--- config.mk ---
export PLATFORM = sky130hd
export DESIGN_NAME = bthome_tlv_frame_decoder_unit_flat
export DESIGN_NICKNAME = d
export VERILOG_FILES = /design/src/sv/btfd_pkg.sv /design/src/sv/btfd_in_if.sv /design/src/sv/btfd_out_if.sv /design/src/sv/btfd_tlv_parser.sv /design/src/sv/bthome_tlv_frame_decoder_unit.sv /design/src/flat_wrapper.sv
export VERILOG_INCLUDE_DIRS = /design/src /design/src/sv
export SDC_FILE = /design/constraint.sdc
export NUM_CORES = 1
export LEC_CHECK = 0
export ABC_AREA = 1
export BUFFER_PORTS_ARGS = -buffer_cell sky130_fd_sc_hd__buf_2
export CORE_UTILIZATION = 59
export CTS_CLUSTER_DIAMETER = 60
export CTS_CLUSTER_SIZE = 8
export DETAILED_ROUTE_END_ITERATION = 7
export GPL_TIMING_DRIVEN = 0
export PLACE_DENSITY = 0.89
export SYNTH_ARGS = -nofsm -noshare
export SYNTH_HDL_FRONTEND = slang
export SYNTH_SLANG_ARGS = --single-unit
--- constraint.sdc ---
create_clock -name clk -period 5.8 [get_ports clk]
set_clock_uncertainty 0.2 [all_clocks]
set_input_delay 0.58 -clock clk [delete_from_list [all_inputs] [get_ports clk]]
set_output_delay 0.58 -clock clk [all_outputs]
set_load 0.05 [all_outputs]
--- src/sv/bthome_tlv_frame_decoder_unit_defines.svh ---
// ---------------------------------------------------------------------------
// Assertion macros for the frame decoder
// Shared macros for the concurrent checks in the decoder's RTL.
// ---------------------------------------------------------------------------
`ifndef BTHOME_TLV_FRAME_DECODER_UNIT_DEFINES_SVH
`define BTHOME_TLV_FRAME_DECODER_UNIT_DEFINES_SVH

// A condition that must hold at every clock edge out of reset.
`define BTFD_ASSERT_ALWAYS(lbl, cond, msg) \
    lbl: assert property (@(posedge clk) disable iff (!rst_n) (cond)) else $error(msg);

// An antecedent that, when true, implies a consequent in the same cycle.
`define BTFD_ASSERT_IMPLY(lbl, ante, cons, msg) \
    lbl: assert property (@(posedge clk) disable iff (!rst_n) (ante) |-> (cons)) \
        else $error(msg);

`endif

--- src/sv/btfd_pkg.sv ---
// ---------------------------------------------------------------------------
// Frame decoder package
// Item types, field codes, outcome codes and tag values of the decoder.
// ---------------------------------------------------------------------------
package btfd_pkg;

    localparam logic [1:0]  HEADER_BYTES = 2'd3;
    localparam logic [15:0] SERVICE_UUID = 16'hFCD2;

    localparam logic [7:0] TAG_PACKET_ID   = 8'h00;
    localparam logic [7:0] TAG_BATTERY     = 8'h01;
    localparam logic [7:0] TAG_TEMPERATURE = 8'h02;
    localparam logic [7:0] TAG_HUMIDITY    = 8'h03;
    localparam logic [7:0] TAG_VOLTAGE     = 8'h0C;
    localparam logic [7:0] TAG_BINARY_A    = 8'h0F;
    localparam logic [7:0] TAG_BINARY_B    = 8'h10;
    localparam logic [7:0] TAG_BINARY_C    = 8'h11;

    typedef enum logic [2:0] {
        FLD_NONE = 3'd0,
        FLD_TEMP = 3'd1,
        FLD_HUM  = 3'd2,
        FLD_BATT = 3'd3,
        FLD_VOLT = 3'd4,
        FLD_SKIP = 3'd5
    } field_t;

    typedef enum logic [1:0] {
        OUTCOME_FOREIGN   = 2'd0,
        OUTCOME_EMPTY     = 2'd1,
        OUTCOME_READINGS  = 2'd2,
        OUTCOME_MALFORMED = 2'd3
    } outcome_t;

    typedef struct packed {
        logic [7:0]         data_byte;
        logic               is_last;
        logic [15:0]        frame_uuid;
        logic [47:0]        source_mac;
        logic signed [7:0]  signal_strength;
    } in_item_t;

    typedef struct packed {
        logic [1:0]         outcome;
        logic               has_temperature;
        logic signed [15:0] temperature;
        logic               has_humidity;
        logic [15:0]        humidity;
        logic               has_battery;
        logic [7:0]         battery_percent;
        logic               has_voltage;
        logic [15:0]        voltage_mv;
        logic [47:0]        source_mac_res;
        logic signed [7:0]  signal_strength_res;
    } out_item_t;

endpackage

--- src/sv/btfd_in_if.sv ---
// ---------------------------------------------------------------------------
// Frame byte channel
// Valid/ready channel that carries one frame byte and its side fields.
// ---------------------------------------------------------------------------
interface btfd_in_if;
    import btfd_pkg::*;

    logic     valid;
    logic     ready;
    in_item_t item;

    modport source (output valid, output item, input ready);
    modport sink (input valid, input item, output ready);
endinterface

--- src/sv/btfd_out_if.sv ---
// ---------------------------------------------------------------------------
// Decode result channel
// Valid/ready channel that carries one decoded frame summary.
// ---------------------------------------------------------------------------
interface btfd_out_if;
    import btfd_pkg::*;

    logic      valid;
    logic      ready;
    out_item_t item;

    modport source (output valid, output item, input ready);
    modport sink (input valid, input item, output ready);
endinterface

--- src/sv/btfd_tlv_parser.sv ---
// ---------------------------------------------------------------------------
// Tag-value parser
// Holds the per-frame parse state and forms the summary on the final byte.
// ---------------------------------------------------------------------------
module btfd_tlv_parser (
    input  logic              clk,
    input  logic              rst_n,
    input  logic              step,
    input  btfd_pkg::in_item_t item,
    output btfd_pkg::out_item_t res
);
    import btfd_pkg::*;

    logic [1:0]  hdr_reg, hdr_next;
    logic [1:0]  left_reg, left_next;
    field_t      pend_reg, pend_next;
    logic [7:0]  low_reg, low_next;
    logic        stop_reg, stop_next;
    logic        found_reg, found_next;
    logic        temp_v_reg, temp_v_next;
    logic [15:0] temp_reg, temp_next;
    logic        hum_v_reg, hum_v_next;
    logic [15:0] hum_reg, hum_next;
    logic        batt_v_reg, batt_v_next;
    logic [7:0]  batt_reg, batt_next;
    logic        volt_v_reg, volt_v_next;
    logic [15:0] volt_reg, volt_next;
    logic [15:0] word;
    logic        stop_final;
    logic        report;
    outcome_t    outcome;

    assign word = {item.data_byte, low_reg};

    always_comb
    begin
        hdr_next    = hdr_reg;
        left_next   = left_reg;
        pend_next   = pend_reg;
        low_next    = low_reg;
        stop_next   = stop_reg;
        found_next  = found_reg;
        temp_v_next = temp_v_reg;
        temp_next   = temp_reg;
        hum_v_next  = hum_v_reg;
        hum_next    = hum_reg;
        batt_v_next = batt_v_reg;
        batt_next   = batt_reg;
        volt_v_next = volt_v_reg;
        volt_next   = volt_reg;

        if (hdr_reg < HEADER_BYTES)
        begin
            hdr_next = hdr_reg + 2'd1;
        end
        else if (!stop_reg)
        begin
            if (left_reg == 2'd0)
            begin
                case (item.data_byte)
                    TAG_TEMPERATURE:
                    begin
                        pend_next = FLD_TEMP;
                        left_next = 2'd2;
                    end
                    TAG_HUMIDITY:
                    begin
                        pend_next = FLD_HUM;
                        left_next = 2'd2;
                    end
                    TAG_BATTERY:
                    begin
                        pend_next = FLD_BATT;
                        left_next = 2'd1;
                    end
                    TAG_VOLTAGE:
                    begin
                        pend_next = FLD_VOLT;
                        left_next = 2'd2;
                    end
                    TAG_PACKET_ID, TAG_BINARY_A, TAG_BINARY_B, TAG_BINARY_C:
                    begin
                        pend_next = FLD_SKIP;
                        left_next = 2'd1;
                    end
                    default:
                    begin
                        stop_next = 1'b1;
                    end
                endcase
            end
            else if (left_reg == 2'd2)
            begin
                low_next  = item.data_byte;
                left_next = 2'd1;
            end
            else
            begin
                case (pend_reg)
                    FLD_TEMP:
                    begin
                        temp_v_next = 1'b1;
                        temp_next   = word;
                        found_next  = 1'b1;
                    end
                    FLD_HUM:
                    begin
                        hum_v_next = 1'b1;
                        hum_next   = word;
                        found_next = 1'b1;
                    end
                    FLD_BATT:
                    begin
                        batt_v_next = 1'b1;
                        batt_next   = item.data_byte;
                        found_next  = 1'b1;
                    end
                    FLD_VOLT:
                    begin
                        volt_v_next = 1'b1;
                        volt_next   = word;
                        found_next  = 1'b1;
                    end
                    default:
                    begin
                    end
                endcase
                left_next = 2'd0;
                pend_next = FLD_NONE;
                low_next  = 8'd0;
            end
        end
    end

    // A record still owed value bytes at the frame end makes the frame malformed when no reading was found.
    assign stop_final = stop_next || (left_next != 2'd0);

    always_comb
    begin
        if (item.frame_uuid != SERVICE_UUID)
            outcome = OUTCOME_FOREIGN;
        else if (found_next)
            outcome = OUTCOME_READINGS;
        else if (stop_final)
            outcome = OUTCOME_MALFORMED;
        else
            outcome = OUTCOME_EMPTY;
    end

    assign report = (outcome == OUTCOME_READINGS);

    always_comb
    begin
        res                     = '0;
        res.outcome             = outcome;
        res.has_temperature     = report && temp_v_next;
        res.temperature         = (report && temp_v_next) ? temp_next : 16'd0;
        res.has_humidity        = report && hum_v_next;
        res.humidity            = (report && hum_v_next) ? hum_next : 16'd0;
        res.has_battery         = report && batt_v_next;
        res.battery_percent     = (report && batt_v_next) ? batt_next : 8'd0;
        res.has_voltage         = report && volt_v_next;
        res.voltage_mv          = (report && volt_v_next) ? volt_next : 16'd0;
        res.source_mac_res      = item.source_mac;
        res.signal_strength_res = item.signal_strength;
    end

    // The final byte of a frame returns every piece of state to its reset value.
    always_ff @(posedge clk or negedge rst_n)
    begin
        if (!rst_n)
        begin
            hdr_reg    <= 2'd0;
            left_reg   <= 2'd0;
            pend_reg   <= FLD_NONE;
            low_reg    <= 8'd0;
            stop_reg   <= 1'b0;
            found_reg  <= 1'b0;
            temp_v_reg <= 1'b0;
            temp_reg   <= 16'd0;
            hum_v_reg  <= 1'b0;
            hum_reg    <= 16'd0;
            batt_v_reg <= 1'b0;
            batt_reg   <= 8'd0;
            volt_v_reg <= 1'b0;
            volt_reg   <= 16'd0;
        end
        else if (step && item.is_last)
        begin
            hdr_reg    <= 2'd0;
            left_reg   <= 2'd0;
            pend_reg   <= FLD_NONE;
            low_reg    <= 8'd0;
            stop_reg   <= 1'b0;
            found_reg  <= 1'b0;
            temp_v_reg <= 1'b0;
            temp_reg   <= 16'd0;
            hum_v_reg  <= 1'b0;
            hum_reg    <= 16'd0;
            batt_v_reg <= 1'b0;
            batt_reg   <= 8'd0;
            volt_v_reg <= 1'b0;
            volt_reg   <= 16'd0;
        end
        else if (step)
        begin
            hdr_reg    <= hdr_next;
            left_reg   <= left_next;
            pend_reg   <= pend_next;
            low_reg    <= low_next;
            stop_reg   <= stop_next;
            found_reg  <= found_next;
            temp_v_reg <= temp_v_next;
            temp_reg   <= temp_next;
            hum_v_reg  <= hum_v_next;
            hum_reg    <= hum_next;
            batt_v_reg <= batt_v_next;
            batt_reg   <= batt_next;
            volt_v_reg <= volt_v_next;
            volt_reg   <= volt_next;
        end
    end

endmodule

--- src/sv/bthome_tlv_frame_decoder_unit.sv ---
// ---------------------------------------------------------------------------
// Service-data tag-value frame decoder
// Parses a byte stream of advertisement frames and reports one summary
// item per frame.
// ---------------------------------------------------------------------------
//
//  Channel | Direction | Item carries
//  --------+-----------+---------------------------------------------------
//  frame   | in        | data_byte, is_last, frame_uuid, source_mac, rssi
//  result  | out       | outcome, readings with presence flags, address, rssi
//
// One byte item is taken per clock cycle unless a final byte waits behind
// a stalled result. The parser updates its per-frame state as a byte
// leaves the input register, and the final byte of a frame loads the
// result register, from which its summary is offered. Reset clears the
// parse state and both valid flags; payload registers are left alone. A
// stalled result blocks the input only when a final byte waits behind it;
// bytes that end no frame do not wait for the result.
//
`include "bthome_tlv_frame_decoder_unit_defines.svh"

module bthome_tlv_frame_decoder_unit (
    input logic        clk,
    input logic        rst_n,
    btfd_in_if.sink    frame,
    btfd_out_if.source result
);
    import btfd_pkg::*;

    logic      in_valid_reg, in_valid_next;
    in_item_t  in_item_reg;
    logic      out_valid_reg, out_valid_next;
    out_item_t out_item_reg;
    out_item_t parse_res;
    logic      out_free;
    logic      in_fire;
    logic      in_take;
    logic      out_load;

    // The result register can take a new summary when empty or being emptied.
    assign out_free = !out_valid_reg || result.ready;

    // Bytes that end no frame produce no summary, so they never wait.
    assign in_fire  = in_valid_reg && (!in_item_reg.is_last || out_free);
    assign out_load = in_fire && in_item_reg.is_last;

    assign frame.ready = !in_valid_reg || in_fire;
    assign in_take     = frame.valid && frame.ready;

    assign result.valid = out_valid_reg;
    assign result.item  = out_item_reg;

    btfd_tlv_parser u_parser (
        .clk   (clk),
        .rst_n (rst_n),
        .step  (in_fire),
        .item  (in_item_reg),
        .res   (parse_res)
    );

    always_comb
    begin
        if (in_take)
            in_valid_next = 1'b1;
        else if (in_fire)
            in_valid_next = 1'b0;
        else
            in_valid_next = in_valid_reg;

        if (out_load)
            out_valid_next = 1'b1;
        else if (result.ready)
            out_valid_next = 1'b0;
        else
            out_valid_next = out_valid_reg;
    end

    always_ff @(posedge clk or negedge rst_n)
    begin
        if (!rst_n)
        begin
            in_valid_reg  <= 1'b0;
            out_valid_reg <= 1'b0;
        end
        else
        begin
            in_valid_reg  <= in_valid_next;
            out_valid_reg <= out_valid_next;
        end
    end

    always_ff @(posedge clk)
    begin
        if (in_take)
            in_item_reg <= frame.item;
        if (out_load)
            out_item_reg <= parse_res;
    end

    // Only the final byte of a frame may load a summary.
    `BTFD_ASSERT_IMPLY(a_load_on_last, out_load,
        in_valid_reg && in_item_reg.is_last,
        "summary loaded from a byte that ends no frame")

    // Back-pressure upstream only comes from a final byte stuck behind a full result.
    `BTFD_ASSERT_IMPLY(a_stall_cause, !frame.ready,
        in_valid_reg && in_item_reg.is_last && out_valid_reg && !result.ready,
        "input stalled without a waiting summary")

    // Readings are reported only with the readings outcome.
    `BTFD_ASSERT_IMPLY(a_flags_need_readings,
        out_valid_reg && (out_item_reg.outcome != OUTCOME_READINGS),
        !out_item_reg.has_temperature && !out_item_reg.has_humidity &&
        !out_item_reg.has_battery && !out_item_reg.has_voltage,
        "presence flag set without readings outcome")

endmodule
--- src/flat_wrapper.sv ---
// flat-port wrapper written by rule: the top's interface ports become plain ports
module bthome_tlv_frame_decoder_unit_flat import btfd_pkg::*;
  (clk, rst_n, frame_valid, frame_item, frame_ready, result_valid, result_item, result_ready);
  btfd_in_if frame_i ();
  btfd_out_if result_i ();
  input logic clk;
  input logic rst_n;
  input wire logic [$bits(frame_i.valid)-1:0] frame_valid;
  input wire logic [$bits(frame_i.item)-1:0] frame_item;
  output wire logic [$bits(frame_i.ready)-1:0] frame_ready;
  output wire logic [$bits(result_i.valid)-1:0] result_valid;
  output wire logic [$bits(result_i.item)-1:0] result_item;
  input wire logic [$bits(result_i.ready)-1:0] result_ready;
  assign frame_i.valid = frame_valid;
  assign frame_i.item = frame_item;
  assign frame_ready = frame_i.ready;
  assign result_valid = result_i.valid;
  assign result_item = result_i.item;
  assign result_i.ready = result_ready;
  bthome_tlv_frame_decoder_unit u_core (.clk(clk), .rst_n(rst_n), .frame(frame_i), .result(result_i));
endmodule
-- Yosys cells after proc, flatten, opt, wreduce, memory -nomap -nowiden
Cells that the tools add are included.
- input bits: 85
- word-level logic and storage cells: 181
- flip-flop bits (word level): 278
- add/subtract/negate cells: 1
- muxes and demuxes: 99
- magnitude comparators: 1
- equality and inequality tests: 19
- reductions and logical operators: 29
- operators by type and width (kind ; count):
    $mux W16 ; 21
    $mux W8 ; 13
    $mux W1 ; 46
    $mux W2 ; 11
    $mux W3 ; 6
    $eq A8 B2 Y1 const B ; 2
    $eq A8 B4 Y1 const B ; 2
    $eq A8 B5 Y1 const B ; 2
    $ne A16 B16 Y1 const B ; 1
    $pmux W3 S5 ; 1
    $reduce_bool A2 Y1 ; 5
    $eq A8 B1 Y1 const B ; 1
    $logic_not A8 Y1 ; 1
    $reduce_or A4 Y1 ; 2
    $reduce_or A8 Y1 ; 1
    $logic_and A1 B1 Y1 ; 7
    $ne A7 B1 Y1 const B ; 1
    $eq A3 B2 Y1 const B ; 2
    $ne A2 B1 Y1 const B ; 3
    $reduce_and A5 Y1 ; 1
    $reduce_or A5 Y1 ; 1
    $eq A2 B2 Y1 const B ; 2
    $logic_or A1 B1 Y1 ; 4
    $pmux W2 S2 ; 1
    other kinds (10) ; 12

-- Depth between registers and ports, before layout
Gate-level depths: netlist (run 1).
- depth after elaboration: 13
- mapped depth: 11
- mapped depth without buffers: 11

-- Hierarchy
Synthesis (run 1) repeated with hierarchy kept, for this count alone.
- cell total of the unflattened synthesis: 820
- area, all modules: 10674.0 um2
- by module, submodules not included (module ; area an instance (um2) ; cells each ; instances ; seq. area each (um2)):
    bthome_tlv_frame_decoder_unit ; 6085.8 ; 214 ; 1 ; 6025.8
    btfd_tlv_parser ; 4588.2 ; 606 ; 1 ; 1926.8

-- Least setup slack after synthesis (run 1)
Ideal clock, no wire load.
- path kind: reg-to-reg
- from: register u_core.out_valid_reg, in the netlist u_core.result.valid
- to: register u_core.out_item_reg, in the netlist u_core.result.item[0] (enable)
- cell stages (with the launch flop): 7
- data arrival time: 3.553 ns
- path buffers: 1
- data required time: 5.127 ns
- clock period less this slack: 4.226 ns
- setup slack: 1.574 ns
- cells stage by stage: dfrtp_1 nand3_1 nand2_2 inv_2 nand2_1 buf_2 inv_1
- word-level cells in the longest chain between the ends: 5
- RTL lines (element ; line ; source):
    start: declaration ; bthome_tlv_frame_decoder_unit.sv:32 ; logic out_valid_reg, out_valid_next;
    start signal: assignment ; bthome_tlv_frame_decoder_unit.sv:88 ; out_valid_reg <= out_valid_next;
    $logic_not A1 Y1 ; bthome_tlv_frame_decoder_unit.sv:41 ; assign out_free = !out_valid_reg || result.ready;
    $logic_or A1 B1 Y1 ; bthome_tlv_frame_decoder_unit.sv:41 ;
    $logic_or A1 B1 Y1 ; bthome_tlv_frame_decoder_unit.sv:44 ; assign in_fire = in_valid_reg && (!in_item_reg.is_last || out_free);
    $logic_and A1 B1 Y1 ; bthome_tlv_frame_decoder_unit.sv:44 ;
    $logic_and A1 B1 Y1 ; bthome_tlv_frame_decoder_unit.sv:45 ; assign out_load = in_fire && in_item_reg.is_last;
    net u_core.out_load ; bthome_tlv_frame_decoder_unit.sv:38 ; logic out_load;
    end signal: assignment ; bthome_tlv_frame_decoder_unit.sv:97 ; out_item_reg <= parse_res;
    end: declaration ; bthome_tlv_frame_decoder_unit.sv:33 ; out_item_t out_item_reg;
The timed path passes the listed nets, and every way through them passes these cells.
A chain may end at the register's enable or synchronous reset.

-- Worst setup path after layout (run 1)
- from: register u_core.in_item_reg[72] (netlist bit)
- to: register u_core.out_item_reg, in the netlist u_core.result.item[73] (enable)
- word-level cells in the longest chain between the ends: 4
- RTL lines (element ; line ; source):
    start: declaration ; bthome_tlv_frame_decoder_unit.sv:31 ; in_item_t in_item_reg;
    start signal: assignment ; bthome_tlv_frame_decoder_unit.sv:95 ; in_item_reg <= frame.item;
    $logic_not A1 Y1 ; bthome_tlv_frame_decoder_unit.sv:44 ;
    $logic_or A1 B1 Y1 ; bthome_tlv_frame_decoder_unit.sv:44 ;
    $logic_and A1 B1 Y1 ; bthome_tlv_frame_decoder_unit.sv:44 ;
    $logic_and A1 B1 Y1 * ; bthome_tlv_frame_decoder_unit.sv:45 ;
    net u_core.out_load ; bthome_tlv_frame_decoder_unit.sv:38 ;
Mark *: on every way through the listed nets, which the timed path passes. The rest lies on a longest branch.

==> results.ini, run 1 <==
[outcome]
status = finished clean

[pwr]
sw_frac_of_total_pct = 23.8
ir_worst_vdd_mv = 0.366
p_int_mw = 3.64
leakagePower_nw = 5.40
fin_total_pwr_mw = 4.78
p_comb_share_pct = 7.3
p_switching_mw = 1.13
p_per_area_mw_per_mm2 = 376
p_seq_share_pct = 47.6
power_frac_clock_pct = 45.0

[clock_tree]
clockRootBuffer = clkbuf_16
cts_setup_buffers = 0
clk_path_buf_depth = 3
cts_tree = yes
clkLatencyLatePin_ns = 0.53
cts.htree.levels = 2
numCtsBuffers = 40
cts.sinks = 278
path_clk_slew_ns = 0.05

[logic_synthesis]
async_flop_share_pct = 28.4
ys.flop_type = edfxtp_1
synth_top_cell_by_area = edfxtp_1
synth.avg_cell_area_sq_um = 13.5
synth-warning-count = 0
synth_most_common_cell = edfxtp_1
synth_top_area_share_pct = 58.8
ys_seq_elements = 278
synth_common_cells = 199 x edfxtp_1, 105 x nand2_1, 82 x inv_1
syn-cell-area_sq_mm = 0.0102
ys_seq_area_share_pct = 78.2
synth_enable_flop_cells = 199
synth_area_leaders = edfxtp_1 59%, dfrtp_1 19%, nand2_1 3.9%, o22ai_1 3.5%, o21ai_1 3.1%
synthCells = 755
synth.net_count = 841
synth.distinct_cells = 29

[global_route]
antenna_found_initial = 0
grt_pass1_vias = 7041
grt_start_max_net_pins = 82
track_usage_pct = 27.2
grt_pass1_wl_um = 35900
grt_overflow = 0

[detailed_routing]
via_per_inst = 5.47
first_pass_iters = 5
wl_per_cell_um = 18.8
routed_wirelength_um = 23500
ant_nets = 0
vias = 6851
drtIter0Drc = 480
drc = 0

[finish]
area_growth_syn_to_layout_pct = 25.1
instances_no_fill = 1253
antenna_cells = 0
fill_cells = 976
drive_above_1_share_pct = 28.5
largest_reg_flops = 118
final_nets = 1090
utilization_pct = 76.1

[floorplan]
rows = 47
dieHeight_um = 133
coreArea_sq_mm = 0.0167
io_pins = 205
dieArea_sq_mm = 0.0178
initial_core_util_pct = 60.9
die_x_um = 133

[setup_path]
crit_fanout = 69
arrival_ns = 2.67
endpoint_kind = register
crit_type = register to register
cp_data_required_time_ns = 5.78
startpoint_type = register

[sta]
finalCritPeriodShare_pct = 46.3
setup_violations = 0
worst_slew_margin_rel_pct = 34.2
max_slew.worst_pin.slew_ns = 0.987
fmax_mhz = 372
final_hold_viol_count = 0
tns_ns = 0
rsz0062_at_grt = no
final-max-slew-violation-count = 0
fin_crit_ns = 2.69
setup_slack_ns = 3.11

[worst_hold_path]
min_path_type = primary input to register

[placed_design]
placedCellCount = 1181
gp_congestion = 0.861
hpwl_um = 14700
port_buffers = 204
dp_slack_ns = 2.90

[flow_run]
maxCapViolCount = 0

-- per-layer routing --
metal	GRT usage, %	vias to the layer above	wire (um)
met5	0	-	0
met4	11.1	0	790
met3	8.75	72	2330
met2	47.6	386	12100
met1	30.7	3257	8330
li1	-	3136	-
-- worst paths after layout --
kind                                        startpoint  slack, ns  cells after the start                    endpoint
worst max-delay path            u_core.in_item_reg[72]       3.11                      7      u_core.result.item[73]
worst min-delay path                    frame_item[79]       0.02                      1      u_core.in_item_reg[79]
worst max register to register  u_core.in_item_reg[72]       3.11                      7      u_core.result.item[73]
worst min register to register  u_core.in_item_reg[48]       0.21                      0      u_core.result.item[48]
max in group asynchronous                        rst_n       4.41                      3  u_core.u_parser.volt_v_reg
min in group asynchronous                        rst_n       0.40                      2  u_core.u_parser.low_reg[2]
-- final cells by class --
type	count	area, sq um	area share (%)
Timing Repair Buffer	207	1080	8.50
Multi-Input combinational cell	357	1750	13.8
Tap cell	220	275	2.16
Clock buffer	69	1140	8.97
Sequential cell	278	7950	62.5
Clock inverter	2	46.3	0.364
Buffer	27	115	0.905
Inverter	93	354	2.78
-- kinds of logic (layout without fill, tap and decap cells) --
| kind of cell | count (synthesis) | after routing | share of synthesized area (%) |
|---|---|---|---|
| AO/OA/AOI/OAI | 139 | 139 | 7.60 |
| adder cells (fa/ha/maj) | 1 | 1 | 0.123 |
| buffers and inverters | 120 | 398 | 4.57 |
| flip-flops | 278 | 278 | 78.2 |
| multiplexers | 1 | 1 | 0.111 |
| AND/OR/NAND/NOR | 216 | 216 | 9.39 |
-- repair_timing --
action | 4_1_cts | 5_1_grt
hold buffers | 1 | 0
setup endpoints to repair | 0 | 0
gates resized for setup | 0 | 0
hold endpoints to repair | 39 | 0
-- placed cells by master, fill, tap and decap left out, drive strengths merged --
| cell | netlist | layout |
|---|---|---|
| nor3 | 3 | 3 |
| dfrtp | 79 | 79 |
| o211ai | 1 | 1 |
| nand2 | 108 | 108 |
| nand3 | 14 | 14 |
| clkinv | 0 | 2 |
| nor4 | 1 | 1 |
| buf | 9 | 215 |
| nand3b | 1 | 1 |
| ha | 1 | 1 |
| dlygate4sd3 | 0 | 1 |
| nor2 | 78 | 78 |
| o22ai | 57 | 57 |
| nand4 | 10 | 10 |
| mux2 | 1 | 1 |
| clkbuf | 18 | 87 |
| or2 | 1 | 1 |
| edfxtp | 199 | 199 |
| o21ai | 74 | 74 |
| a21oi | 7 | 7 |
| inv | 93 | 93 |
-- through the flow --
step / hold slack (ns) / area, sq um
2_1_floorplan: 0.0844 / 10200
3_3_place_gp: 0.200 / 11500
3_5_place_dp: 0.205 / 11500
4_1_cts: 0.0140 / 12700
5_1_grt: 0.00914 / 12700
6_report: 0.0221 / 12700
-- worst max-delay path, cell delays in order (launching register included) --
cell,delay [ns]
edfxtp_1,0.47
nand3_1,0.15
nand2_2,0.16
inv_2,0.13
nand2_1,0.11
buf_2,0.22
inv_4,0.48
buf_16,0.34
-- power groups by stage --
stage | Combinational (mW) | Sequential (mW) | Clock (mW)
finish | 0.349 | 2.28 | 2.15
global placement | 0.336 | 2.31 | 0
floorplan | 0.0878 | 2.45 | 0
CTS | 0.351 | 2.28 | 2.18
detailed placement | 0.347 | 2.31 | 0
global route | 0.371 | 2.28 | 2.26
Power figures use the tool's default switching activity.
==> run 2, diff against run 1 <==
--- a/config.mk
+++ b/config.mk
@@ -8,12 +8,12 @@
 export LEC_CHECK = 0
 export ABC_AREA = 1
 export BUFFER_PORTS_ARGS = -buffer_cell sky130_fd_sc_hd__buf_2
-export CORE_UTILIZATION = 59
+export CORE_UTILIZATION = 49
 export CTS_CLUSTER_DIAMETER = 60
 export CTS_CLUSTER_SIZE = 8
 export DETAILED_ROUTE_END_ITERATION = 7
 export GPL_TIMING_DRIVEN = 0
-export PLACE_DENSITY = 0.89
+export PLACE_DENSITY = 0.79
 export SYNTH_ARGS = -nofsm -noshare
 export SYNTH_HDL_FRONTEND = slang
 export SYNTH_SLANG_ARGS = --single-unit
==> constraint.sdc (replaced) <==
create_clock -name clk -period 2.3 [get_ports clk]
set_clock_uncertainty 0.2 [all_clocks]
set_input_delay 0.23 -clock clk [delete_from_list [all_inputs] [get_ports clk]]
set_output_delay 0.23 -clock clk [all_outputs]
set_load 0.05 [all_outputs]
==> results.ini, run 2 (same netlist as run 1, synthesis figures left out) <==
[placed_design]
hpwl_um = 14600  ; -1.0%
dp_slack_ns = -0.635  ; -3.54 ns
port_buffers = 204  ; unchanged
gp_congestion = 0.889  ; +3.3%

[sta]
fin_crit_ns = 2.20  ; -0.485 ns
max_slew.worst_pin.slew_ns = 0.615  ; -0.373 ns
worst_slew_margin_rel_pct = 58.9  ; +25 points
final_hold_viol_count = 0  ; unchanged
finalCritPeriodShare_pct = 95.7  ; +49 points
rsz0062_at_grt = no
fmax_mhz = 454  ; +22%
setup_slack_ns = 0.0988  ; -3.01 ns
final-max-slew-violation-count = 0  ; unchanged
setup_violations = 0  ; unchanged

[pwr]
power_frac_clock_pct = 44.2  ; -0.8 points
p_seq_share_pct = 47.0  ; -0.6 points
ir_worst_vdd_mv = 0.752  ; +110%
p_switching_mw = 2.95  ; +160%
p_int_mw = 9.25  ; +150%
leakagePower_nw = 5.87  ; +8.8%
p_per_area_mw_per_mm2 = 880  ; +130%
p_comb_share_pct = 8.7  ; +1.4 points
sw_frac_of_total_pct = 24.2  ; +0.42 points

[detailed_routing]
vias = 7149  ; +4.3%
routed_wirelength_um = 25600  ; +8.8%
drc = 0  ; unchanged
via_per_inst = 5.11  ; -6.6%
first_pass_iters = 7  ; +2
drtIter0Drc = 507  ; +5.6%
ant_nets = 0  ; unchanged
wl_per_cell_um = 18.3  ; -2.6%

[clock_tree]
cts.sinks = 278  ; unchanged
clockRootBuffer = clkbuf_16
path_clk_slew_ns = 0.05  ; about the same
clk_path_buf_depth = 3  ; unchanged
numCtsBuffers = 40  ; unchanged
cts_tree = yes
clkLatencyLatePin_ns = 0.52  ; about the same
cts.htree.levels = 2  ; unchanged

[global_route]
track_usage_pct = 24.6  ; -2.5 points
antenna_found_initial = 1  ; +1
grt_pass1_wl_um = 39900  ; +11%
grt_start_max_net_pins = 67  ; -18%
grt_pass1_vias = 7397  ; +5.1%
grt_overflow = 0  ; unchanged

[setup_path]
cp_data_required_time_ns = 2.36  ; -3.42 ns
endpoint_kind = register
crit_fanout = 21  ; -70%
reg2reg_depth = 8  ; +1
arrival_ns = 2.27  ; -0.40 ns
startpoint_type = register
crit_type = register to register

[finish]
largest_reg_flops = 118  ; unchanged
final_nets = 1186  ; +8.8%
drive_above_1_share_pct = 28.5  ; +0.060 points
utilization_pct = 68.2  ; -7.9 points
fill_cells = 1414  ; +45%
final_cell_mix = 209 x buf_2, 199 x edfxtp_1, 102 x nand2_1
area_growth_syn_to_layout_pct = 36.2
final_common_cell = buf_2

[worst_hold_path]
min_path_type = primary input to async pin

[floorplan]
initial_core_util_pct = 50.1  ; -11 points
dieArea_sq_mm = 0.0213  ; +20%
die_x_um = 146  ; +9.6%
dieHeight_um = 146  ; +9.6%
io_pins = 205  ; unchanged
rows = 52  ; +11%
coreArea_sq_mm = 0.0203  ; +22%

[outcome]
status = finished clean

[flow_run]
maxCapViolCount = 0  ; unchanged

run 2: worst paths after layout:
path | from | end | slack (ns)
worst max-delay path | u_core.in_item_reg[72] | u_core.result.item[23] | 0.1
worst min-delay path | rst_n | u_core.u_parser.hdr_reg[1] | 0.08
worst max register to register | u_core.in_item_reg[72] | u_core.result.item[23] | 0.1
worst min register to register | u_core.in_item_reg[42] | u_core.result.item[42] | 0.21
max in group asynchronous | rst_n | u_core.result.valid | 0.80
min in group clk | u_core.in_item_reg[42] | u_core.result.item[42] | 0.21
run 2: area by class of cell:
class                           count  area [sq um]  share of cell area [%]
Sequential cell                   278          7950                    57.4
Timing Repair Buffer              300          2050                    14.8
Multi-Input combinational cell    357          1810                    13.1
Clock buffer                       68          1120                    8.06
Inverter                           93           362                    2.61
Tap cell                          270           338                    2.44
Buffer                             27           145                    1.05
Clock inverter                      3          47.5                   0.343
Timing Repair inverter              3          22.5                   0.163
Antenna cell                        1          2.50                  0.0181
run 2: repair_timing:
action                                  in CTS  in global routing
pin swaps                                    0                  2
endpoints found under the hold margin      162                  0
gates cloned                                 4                  0
setup buffers                                2                  4
gates resized for setup                      4                 38
hold buffers                                85                  0
endpoints found under the setup margin     166                165
run 2: worst max-delay path, cell delays in order (launching register included):
cell,delay (ns)
edfxtp_1,0.49
nand3_2,0.13
nand2_4,0.16
inv_4,0.06
nand2_4,0.08
buf_6,0.20
clkinvlp_4,0.16
buf_12,0.15
bufbuf_16,0.30
run 2: per-layer routing:
| metal | wire, um | GRT usage, % | vias to the layer above |
|---|---|---|---|
| met3 | 2410 | 7.16 | 41 |
| li1 | - | - | 3337 |
| met2 | 13000 | 42.8 | 368 |
| met5 | 0 | 0 | - |
| met4 | 479 | 7.03 | 0 |
| met1 | 9730 | 30.0 | 3403 |
run 2: power by group through the flow:
stage	Clock, mW	Sequential (mW)	Combinational (mW)
floorplan	0	6.17	0.229
global placement	0	5.82	0.856
detailed placement	0	5.81	0.892
CTS	5.42	5.72	1.04
global route	5.68	5.75	1.13
finish	5.39	5.74	1.06
run 2: metrics by stage:
stage	instances	total power, mW	hold slack (ns)	TNS (ns)	instance area [sq um]
after global placement	1229	6.68	0.200	-283.60	11600
after global routing	1400	12.6	0.121	0	13900
after floorplan	755	6.40	-0.266	-202.56	10200
final	1400	12.2	0.0809	0	13900
after CTS	1395	12.2	0.0929	0	13800
after detailed placement	1233	6.71	-0.0960	-56.21	11700
